[src/hw/rtl/assert_macros.svh]
// assertion macros used by the rtl of the webp header parser
`ifndef ASSERT_MACROS_SVH
`define ASSERT_MACROS_SVH

// property checked at every rising clock edge outside reset
`define WPD_ASSERT(lbl, prop, msg) \
  lbl: assert property (@(posedge clk_i) disable iff (!rst_ni) prop) else $error(msg);

// condition in one cycle implies a consequence in the next
`define WPD_ASSERT_NEXT(lbl, ante, cons, msg) \
  lbl: assert property (@(posedge clk_i) disable iff (!rst_ni) (ante) |=> (cons)) \
    else $error(msg);

`endif

[src/hw/rtl/wpd_pkg.sv]
// types, constants and helpers of the webp header dimension parser
`timescale 1ns / 1ps
`default_nettype none

package wpd_pkg;

  localparam int unsigned DIM_W      = 25;
  localparam int unsigned CHUNK_W    = 32;
  localparam int unsigned HEAD_BYTES = 10;
  localparam int unsigned SIG_BYTES  = 12;

  typedef enum logic [1:0] {
    KIND_NONE = 2'd0,
    KIND_VP8  = 2'd1,
    KIND_VP8L = 2'd2,
    KIND_VP8X = 2'd3
  } kind_e;

  localparam logic [CHUNK_W-1:0] TAG_VP8  = 32'h5650_3820;
  localparam logic [CHUNK_W-1:0] TAG_VP8L = 32'h5650_384C;
  localparam logic [CHUNK_W-1:0] TAG_VP8X = 32'h5650_3858;

  localparam logic [7:0] VP8_SYNC0  = 8'h9d;
  localparam logic [7:0] VP8_SYNC1  = 8'h01;
  localparam logic [7:0] VP8_SYNC2  = 8'h2a;
  localparam logic [7:0] VP8L_SIG   = 8'h2f;
  localparam logic [13:0] VP8_DIM_MASK = 14'h3fff;

  typedef logic [7:0] byte_t;

  typedef struct packed {
    logic  check;
    byte_t value;
  } sig_t;

  typedef struct packed {
    logic             ok;
    logic [DIM_W-1:0] width;
    logic [DIM_W-1:0] height;
  } dims_t;

  // expected file signature byte: "RIFF", size (not checked), "WEBP"
  function automatic sig_t sig_byte(input logic [3:0] idx);
    sig_t s;
    s = '{check: 1'b0, value: 8'h00};
    unique case (idx)
      4'd0:    s = '{check: 1'b1, value: 8'h52};
      4'd1:    s = '{check: 1'b1, value: 8'h49};
      4'd2:    s = '{check: 1'b1, value: 8'h46};
      4'd3:    s = '{check: 1'b1, value: 8'h46};
      4'd8:    s = '{check: 1'b1, value: 8'h57};
      4'd9:    s = '{check: 1'b1, value: 8'h45};
      4'd10:   s = '{check: 1'b1, value: 8'h42};
      4'd11:   s = '{check: 1'b1, value: 8'h50};
      default: s = '{check: 1'b0, value: 8'h00};
    endcase
    return s;
  endfunction

endpackage

`default_nettype wire

[src/hw/rtl/wpd_dims.sv]
// width and height extraction and checks for an image chunk head
`timescale 1ns / 1ps
`default_nettype none

module wpd_dims
  import wpd_pkg::*;
(
  input  kind_e                      kind_i,
  input  logic [CHUNK_W-1:0]         chunk_len_i,
  input  byte_t [HEAD_BYTES-1:0]     head_i,
  output dims_t                      dims_o
);

  logic             valid;
  logic [DIM_W-1:0] w;
  logic [DIM_W-1:0] h;

  always_comb begin
    valid = 1'b0;
    w     = '0;
    h     = '0;
    case (kind_i)
      KIND_VP8: begin
        valid = (chunk_len_i >= CHUNK_W'(10)) && (head_i[3] == VP8_SYNC0) &&
                (head_i[4] == VP8_SYNC1) && (head_i[5] == VP8_SYNC2);
        w = DIM_W'({head_i[7], head_i[6]} & {2'b00, VP8_DIM_MASK});
        h = DIM_W'({head_i[9], head_i[8]} & {2'b00, VP8_DIM_MASK});
      end
      KIND_VP8L: begin
        valid = (chunk_len_i >= CHUNK_W'(5)) && (head_i[0] == VP8L_SIG);
        w = DIM_W'({head_i[2][5:0], head_i[1]}) + DIM_W'(1);
        h = DIM_W'({head_i[4][3:0], head_i[3], head_i[2][7:6]}) + DIM_W'(1);
      end
      KIND_VP8X: begin
        valid = chunk_len_i >= CHUNK_W'(10);
        w = DIM_W'({head_i[6], head_i[5], head_i[4]}) + DIM_W'(1);
        h = DIM_W'({head_i[9], head_i[8], head_i[7]}) + DIM_W'(1);
      end
      default: valid = 1'b0;
    endcase
  end

  // zero dimensions fail, failed results carry zero fields
  assign dims_o.ok     = valid && (w != '0) && (h != '0);
  assign dims_o.width  = dims_o.ok ? w : '0;
  assign dims_o.height = dims_o.ok ? h : '0;

endmodule

`default_nettype wire

[src/hw/rtl/webp_header_dimension_parser.sv]
// top level of the webp header dimension parser: chunk walker and result register
`timescale 1ns / 1ps
`default_nettype none

// Streams a WebP file one byte per transaction (last_i on the final byte) and
// returns exactly one result per file, one transaction issued with the final
// byte. The file must start with "RIFF" at offset 0 and "WEBP" at offset 8;
// the RIFF size field is ignored. Chunks are then walked by their 4-byte tag
// and little-endian 32-bit size; unknown chunks are skipped together with a
// pad byte when the size is odd. The first VP8, VP8L or VP8X chunk decides:
// its signature bytes, minimum size and nonzero dimensions are checked once
// its whole payload has arrived. Bytes after a decision are ignored, and any
// file that ends before a decision fails with ok_o low and all other result
// fields zero. Throughput is one byte per clock: each byte only steps a few
// counters and captures the first ten payload bytes of the image chunk, and
// the dimension extraction runs in the same cycle as the byte that completes
// it. The result appears on the cycle after the final byte is taken and is
// held in a single output register; in_ready_o drops only when a final byte
// arrives while the previous result has not been taken yet, so ordinary
// bytes keep flowing under output backpressure. LENGTH_BITS sets the width of
// the saturating byte position counter.
module webp_header_dimension_parser
  import wpd_pkg::*;
#(
  parameter int unsigned LENGTH_BITS = 32
) (
  input  logic             clk_i,
  input  logic             rst_ni,
  // byte stream
  input  logic             in_valid_i,
  output logic             in_ready_o,
  input  logic [7:0]       in_byte_i,
  input  logic             last_i,
  // result stream
  output logic             out_valid_o,
  input  logic             out_ready_i,
  output logic             ok_o,
  output logic [1:0]       kind_o,
  output logic [DIM_W-1:0] img_width_o,
  output logic [DIM_W-1:0] img_height_o
);

  // parse phases
  localparam logic [2:0] PH_FILE_HEAD  = 3'd0;
  localparam logic [2:0] PH_CHUNK_HEAD = 3'd1;
  localparam logic [2:0] PH_IMAGE      = 3'd2;
  localparam logic [2:0] PH_SKIP       = 3'd3;
  localparam logic [2:0] PH_DONE       = 3'd4;

  localparam int unsigned LEFT_W = CHUNK_W + 1;
  localparam int unsigned HCNT_W = $clog2(HEAD_BYTES + 1);
  localparam int unsigned HIDX_W = $clog2(HEAD_BYTES);

  // parse state
  logic [2:0]             phase_q, phase_d, phase_a;
  logic [LENGTH_BITS-1:0] pos_q, pos_d;
  logic [CHUNK_W-1:0]     tag_q, tag_d;
  logic [CHUNK_W-1:0]     len_q, len_d;
  logic [LEFT_W-1:0]      left_q, left_d;
  logic [2:0]             hidx_q, hidx_d;
  logic [HCNT_W-1:0]      head_cnt_q, head_cnt_d;
  byte_t [HEAD_BYTES-1:0] head_q, head_d;
  kind_e                  kind_q, kind_d;
  logic                   failed_q, failed_d, failed_a;
  logic                   decide;

  // result register
  logic                   out_valid_q;
  logic                   out_ok_q;
  kind_e                  out_kind_q;
  logic [DIM_W-1:0]       out_w_q;
  logic [DIM_W-1:0]       out_h_q;

  logic                   in_acc;
  logic                   last_acc;
  logic                   res_ok;
  sig_t                   sig;
  kind_e                  tag_kind;
  logic [LEFT_W-1:0]      skip_len;
  dims_t                  dims;

  // only a final byte needs the result register free
  assign in_ready_o = out_ready_i || !out_valid_q || !last_i;
  assign in_acc     = in_valid_i && in_ready_o;
  assign last_acc   = in_acc && last_i;

  // tag lookup, tag is complete once the size bytes start
  always_comb begin
    unique case (tag_q)
      TAG_VP8:  tag_kind = KIND_VP8;
      TAG_VP8L: tag_kind = KIND_VP8L;
      TAG_VP8X: tag_kind = KIND_VP8X;
      default:  tag_kind = KIND_NONE;
    endcase
  end

  assign sig = sig_byte(pos_q[3:0]);

  // byte walker
  always_comb begin
    phase_a    = phase_q;
    failed_a   = failed_q;
    tag_d      = tag_q;
    len_d      = len_q;
    left_d     = left_q;
    hidx_d     = hidx_q;
    head_cnt_d = head_cnt_q;
    head_d     = head_q;
    kind_d     = kind_q;
    decide     = 1'b0;
    skip_len   = '0;

    unique case (phase_q)
      PH_FILE_HEAD: begin
        if (pos_q < LENGTH_BITS'(SIG_BYTES)) begin
          if (sig.check && (in_byte_i != sig.value)) begin
            failed_a = 1'b1;
            phase_a  = PH_DONE;
          end else if (pos_q[3:0] == 4'(SIG_BYTES - 1)) begin
            phase_a = PH_CHUNK_HEAD;
            hidx_d  = '0;
            tag_d   = '0;
            len_d   = '0;
          end
        end
      end

      PH_CHUNK_HEAD: begin
        hidx_d = hidx_q + 3'd1;
        if (!hidx_q[2]) begin
          tag_d = {tag_q[CHUNK_W-9:0], in_byte_i};
        end else begin
          len_d = len_q | (CHUNK_W'(in_byte_i) << {hidx_q[1:0], 3'b000});
        end
        if (hidx_q == 3'd7) begin
          if (tag_kind != KIND_NONE) begin
            kind_d     = tag_kind;
            left_d     = LEFT_W'(len_d);
            head_cnt_d = '0;
            phase_a    = PH_IMAGE;
            // empty image chunk is decided at once
            decide     = (len_d == '0);
          end else begin
            // odd sizes carry one pad byte
            skip_len = LEFT_W'(len_d) + LEFT_W'(len_d[0]);
            if (skip_len == '0) begin
              hidx_d = '0;
              tag_d  = '0;
              len_d  = '0;
            end else begin
              left_d  = skip_len;
              phase_a = PH_SKIP;
            end
          end
        end
      end

      PH_IMAGE: begin
        if (left_q == '0) begin
          decide = 1'b1;
        end else begin
          if (head_cnt_q < HCNT_W'(HEAD_BYTES)) begin
            head_d[head_cnt_q[HIDX_W-1:0]] = in_byte_i;
            head_cnt_d = head_cnt_q + HCNT_W'(1);
          end
          left_d = left_q - LEFT_W'(1);
          decide = (left_q == LEFT_W'(1));
        end
      end

      PH_SKIP: begin
        if (left_q != '0) begin
          left_d = left_q - LEFT_W'(1);
        end
        if (left_q <= LEFT_W'(1)) begin
          phase_a = PH_CHUNK_HEAD;
          hidx_d  = '0;
          tag_d   = '0;
          len_d   = '0;
        end
      end

      PH_DONE: begin
        // everything until the final byte is ignored
      end

      default: begin
        phase_a = PH_DONE;
        failed_a = 1'b1;
      end
    endcase
  end

  // dimension checks on the image chunk head as it will stand after this byte
  wpd_dims u_dims (
    .kind_i      (kind_d),
    .chunk_len_i (len_d),
    .head_i      (head_d),
    .dims_o      (dims)
  );

  assign phase_d  = decide ? PH_DONE : phase_a;
  assign failed_d = decide ? !dims.ok : failed_a;
  assign res_ok   = (phase_d == PH_DONE) && !failed_d;

  // saturating byte position
  assign pos_d = (pos_q == '1) ? pos_q : pos_q + LENGTH_BITS'(1);

  always_ff @(posedge clk_i or negedge rst_ni) begin
    if (!rst_ni) begin
      phase_q    <= PH_FILE_HEAD;
      pos_q      <= '0;
      tag_q      <= '0;
      len_q      <= '0;
      left_q     <= '0;
      hidx_q     <= '0;
      head_cnt_q <= '0;
      kind_q     <= KIND_NONE;
      failed_q   <= 1'b0;
    end else if (in_acc) begin
      if (last_i) begin
        // every file starts from a clean state
        phase_q    <= PH_FILE_HEAD;
        pos_q      <= '0;
        tag_q      <= '0;
        len_q      <= '0;
        left_q     <= '0;
        hidx_q     <= '0;
        head_cnt_q <= '0;
        kind_q     <= KIND_NONE;
        failed_q   <= 1'b0;
      end else begin
        phase_q    <= phase_d;
        pos_q      <= pos_d;
        tag_q      <= tag_d;
        len_q      <= len_d;
        left_q     <= left_d;
        hidx_q     <= hidx_d;
        head_cnt_q <= head_cnt_d;
        kind_q     <= kind_d;
        failed_q   <= failed_d;
      end
    end
  end

  // captured payload bytes, only read after being written in the same chunk
  always_ff @(posedge clk_i) begin
    if (in_acc) begin
      head_q <= head_d;
    end
  end

  // result valid
  always_ff @(posedge clk_i or negedge rst_ni) begin
    if (!rst_ni) begin
      out_valid_q <= 1'b0;
    end else if (last_acc) begin
      out_valid_q <= 1'b1;
    end else if (out_ready_i) begin
      out_valid_q <= 1'b0;
    end
  end

  // result payload, dims already zero when the checks fail
  always_ff @(posedge clk_i) begin
    if (last_acc) begin
      out_ok_q   <= res_ok;
      out_kind_q <= res_ok ? kind_d : KIND_NONE;
      out_w_q    <= res_ok ? dims.width : '0;
      out_h_q    <= res_ok ? dims.height : '0;
    end
  end

  assign out_valid_o  = out_valid_q;
  assign ok_o         = out_ok_q;
  assign kind_o       = out_kind_q;
  assign img_width_o  = out_w_q;
  assign img_height_o = out_h_q;

`include "assert_macros.svh"

  `WPD_ASSERT_NEXT(a_last_gives_result, last_acc, out_valid_o, "final byte gave no result")
  `WPD_ASSERT_NEXT(a_last_restarts, last_acc, (phase_q == PH_FILE_HEAD) && (pos_q == '0), "state not cleared after final byte")
  `WPD_ASSERT(a_ok_has_kind, (out_valid_o && ok_o) |-> (kind_o != KIND_NONE), "ok result without kind")
  `WPD_ASSERT(a_fail_is_zero, (out_valid_o && !ok_o) |-> ((kind_o == KIND_NONE) && (img_width_o == '0) && (img_height_o == '0)), "failed result carries data")
  `WPD_ASSERT(a_head_cnt_bound, head_cnt_q <= HCNT_W'(HEAD_BYTES), "payload capture count overran")

endmodule

`default_nettype wire
[config.mk]
export PLATFORM = sky130hd
export DESIGN_NAME = webp_header_dimension_parser
export DESIGN_NICKNAME = d
export VERILOG_FILES = /design/src/hw/rtl/wpd_pkg.sv /design/src/hw/rtl/wpd_dims.sv /design/src/hw/rtl/webp_header_dimension_parser.sv
export VERILOG_INCLUDE_DIRS = /design/src /design/src/hw/rtl
export SDC_FILE = /design/constraint.sdc
export NUM_CORES = 1
export LEC_CHECK = 0
export ABC_AREA = 0
export BUFFER_PORTS_ARGS = -buffer_cell sky130_fd_sc_hd__buf_2
export CORE_MARGIN = 1.5
export CORE_UTILIZATION = 51
export CTS_CLUSTER_SIZE = 40
export DETAILED_ROUTE_END_ITERATION = 10
export PLACE_DENSITY_LB_ADDON = 0.05
export SYNTH_ARGS = -nofsm -noshare
export SYNTH_HDL_FRONTEND = slang
export SYNTH_SLANG_ARGS = --single-unit
[constraint.sdc]
create_clock -name clk_i -period 6.1 [get_ports clk_i]
set_clock_uncertainty 0.2 [all_clocks]
set_input_delay 1.22 -clock clk_i [delete_from_list [all_inputs] [get_ports clk_i]]
set_output_delay 1.22 -clock clk_i [all_outputs]
set_load 0.05 [all_outputs]
==> flow_summary.json <==
{
  "cts_setup_buffers": 0,
  "p_total_uw": 4840,
  "hold_viol": 0,
  "synth_edf_count": 133,
  "routedWlPerCell_um": 24.3,
  "ir_drop_v": 0.000257,
  "grt_pass1_wl_um": 97500,
  "antenna_cells": 0,
  "final_cell_mix": "nand2_1 (209), nor2_1 (194), dfrtp_1 (143)",
  "final_common_cell": "nand2_1",
  "synth_area_sq_um": 18400,
  "io_pins": 68,
  "finalSetupTns_ps": 0,
  "hold_end": "tag_q[28]",
  "core_area_sq_um": 35500,
  "first_pass_iters": 6,
  "vias": 17119,
  "grt_pass1_vias": 16254,
  "path_cells": "inv_1 -> ha_1 -> nor4b_1 -> and4_1 -> buf_4 -> a31oi_2 -> mux2_2 -> ha_1 -> nand3_1 -> mux2i_1 -> buf_4 -> a21boi_1 -> mux2_1 -> o311ai_1 -> or4_1 -> nor4_1 -> a31oi_2 -> nand3_2 -> buf_12 -> nor3_1",
  "ys_seq_area_share_pct": 41.2,
  "holdPathStages": 1,
  "pwr-share-comb_pct": 15.4,
  "syn_inst": 2042,
  "switchingPower_uw": 1410,
  "die_area_sq_um": 37200,
  "finalCriticalPeriod_ps": 5710,
  "clk_pin_slew_worst_paths_ps": 60,
  "cts_tree": "yes",
  "crit_path_start_kind": "flop",
  "status": "completed",
  "critPathKind": "reg2reg",
  "worstMarginPinSlew_ps": 1160,
  "track_usage_pct": 34.7,
  "final_layout_size_suffix_gt1_share_pct": 14.6,
  "synth_fp_nets": 2074,
  "port_buffers": 67,
  "yosysWarningCount": 0,
  "via_per_inst": 6.55,
  "clkSinkCount": 276,
  "worstPathArrival_ps": 5770,
  "core.rowCount": 69,
  "slew_viol_final": 0,
  "path_max_fanout": 49,
  "fmax_mhz": 175,
  "cp_top_family": "simple AND/OR/NAND/NOR gates",
  "cts_hold_buf": 0,
  "fin_crit_sh_pct": 93.6,
  "drt_iter0_markers": 1446,
  "start_util_pct": 51.8,
  "syn_to_final_growth_pct": 12.9,
  "antenna_found_initial": 1,
  "ff2ff_path_depth": 20,
  "cp.required_ps": 6160,
  "die_y_um": 193,
  "crit_path_end_kind": "flop",
  "timing.rr.start": "left_q[0]",
  "cts_resized": 0,
  "slew_headroom_pct": 22.5,
  "gp_congestion": 1.00,
  "hpwl_um": 45800,
  "hold_path.class": "reg2reg",
  "finalWirelength_um": 63600,
  "synth-seq-cells": 276,
  "power.density_nw_per_um2": 233,
  "yosys_most_used_dff": "dfrtp_1",
  "p_leak_uw": 0.00813,
  "clock_path_buffers": 3,
  "fp.dieW_um": 193,
  "worstSkewPairLatency_ps": 560,
  "grt_overflow": 0,
  "grt_max_degree": 107,
  "min-delay-start": "tag_q[28]",
  "ant_nets": 0,
  "avgSynthCellArea_sq_um": 9.00,
  "async_flop_share_pct": 51.8,
  "power_frac_seq_pct": 43.0,
  "p_int_uw": 3440,
  "drc": 0,
  "timing.rr.end": "img_width_o[15]",
  "cts_buffers": 34,
  "fillCellCount": 3136,
  "r2r_slack_ps": 390,
  "cts-root-buf": "clkbuf_16",
  "finalSetupViolCount": 0,
  "htreeDepth": 2,
  "clock_power_share_pct": 41.6,
  "path_depth": 20,
  "switching_share_pct": 29.0,
  "yosysUniqueCellTypes": 94,
  "cp_slowest_stage_delay_ps": 570,
  "path_buf_inv": 4,
  "grt_setup_unrepaired": "false",
  "nNetsFinal": 2159,
  "critical_path.slowest_cell": "or4_1",
  "maxCapViolCount": 0
}
metrics by stage:
step	util [%]	cell area [sq um]	std cells	worst slack [ps]	hold slack, ps
after floorplan	-	18400	2042	579	257
after global placement	55.4	19700	2552	439	277
after detailed placement	55.4	19700	2552	369	281
after CTS	58.5	20800	2613	480	294
after global routing	58.5	20800	2613	31.7	310
final	58.5	20800	2613	390	290
cells in the mapped netlist, types with 11 or more instances:
| cell | instances | share of area [%] |
|---|---|---|
| nand2_1 | 210 | 4.3 |
| nor2_1 | 194 | 4.0 |
| dfrtp_1 | 143 | 19 |
| edfxtp_1 | 133 | 22 |
| o21ai_0 | 119 | 3.2 |
| a21oi_1 | 91 | 2.5 |
| clkbuf_1 | 87 | 1.8 |
| nand3_1 | 86 | 2.3 |
| xnor2_1 | 83 | 4.0 |
| nor3_1 | 65 | 1.8 |
| xor2_1 | 65 | 3.1 |
| inv_1 | 62 | 1.3 |
| nand4_1 | 58 | 2.0 |
| mux2_2 | 51 | 3.1 |
| nor4_1 | 43 | 1.5 |
| a22o_1 | 40 | 1.9 |
| mux2i_1 | 39 | 2.1 |
| and3_1 | 32 | 1.1 |
| o21ai_1 | 27 | 0.74 |
| buf_2 | 24 | 0.65 |
| ha_1 | 19 | 1.3 |
| o22ai_1 | 19 | 0.65 |
| and2_1 | 17 | 0.58 |
| and4_1 | 16 | 0.76 |
| o211ai_1 | 16 | 0.65 |
| or3_1 | 16 | 0.54 |
| a22oi_1 | 14 | 0.57 |
| and4b_1 | 14 | 0.76 |
| nand2b_1 | 13 | 0.44 |
| a31oi_1 | 12 | 0.41 |
| o31ai_1 | 11 | 0.45 |
power groups by stage:
stage	combinational, uW	clock, uW	sequential [uW]
finish	744	2020	2080
global route	800	2120	2090
floorplan	434	0	2150
CTS	731	2050	2080
global placement	724	0	2110
detailed placement	727	0	2120
how the worst max path moves through the flow:
stage | startpoint | endpoint
2_1_floorplan | last_i | img_height_o[0]
3_3_place_gp | in_byte_i[0] | img_width_o[22]
3_5_place_dp | in_byte_i[6] | tag_q[31]
4_1_cts | left_q[0] | img_width_o[15]
5_1_grt | left_q[1] | img_width_o[15]
6_report | left_q[0] | img_width_o[15]
flip-flops by register name, summed over array words and instances (netlist names):
signal and flops:
head_q 80, pos_q 32, out_valid_o 1, tag_q 32, img_height_o 25, kind_o 2, left_q 33, failed_q 1
phase_q 3, hidx_q 3, head_cnt_q 4, ok_o 1, len_q 32, kind_q 2, img_width_o 25
kinds of logic after synthesis:
family / Yosys count / synth area share (%)
xor gates and xnor gates: 148 / 7.05
DFF: 276 / 41.2
and+or+nand+nor: 846 / 23.8
adders and majority gates: 19 / 1.29
muxes: 92 / 5.38
AOI/OAI and AO/OA: 469 / 16.9
buffers and inverters: 192 / 4.29
area by class of cell:
class / count / area (sq um) / area share (%)
sequential: 276 / 7570 / 36.5
timing repair buffer: 178 / 1210 / 5.84
clock inverter: 11 / 98.8 / 0.476
clock buffer: 50 / 1000 / 4.83
inverter: 63 / 238 / 1.15
tap: 461 / 577 / 2.78
multi-input combinational: 1574 / 10100 / 48.4
per-layer routing:
layer | part of all wire, % | routed length (um) | track usage, % | vias to the layer above
li1 | - | - | - | 7780
met1 | 41 | 25800 | 44.7 | 8321
met2 | 46 | 29500 | 55.8 | 807
met3 | 7.4 | 4690 | 5.46 | 211
met4 | 5.8 | 3680 | 18.6 | 0
met5 | 0 | 0 | 0 | -
Power figures use the tool's default switching activity.
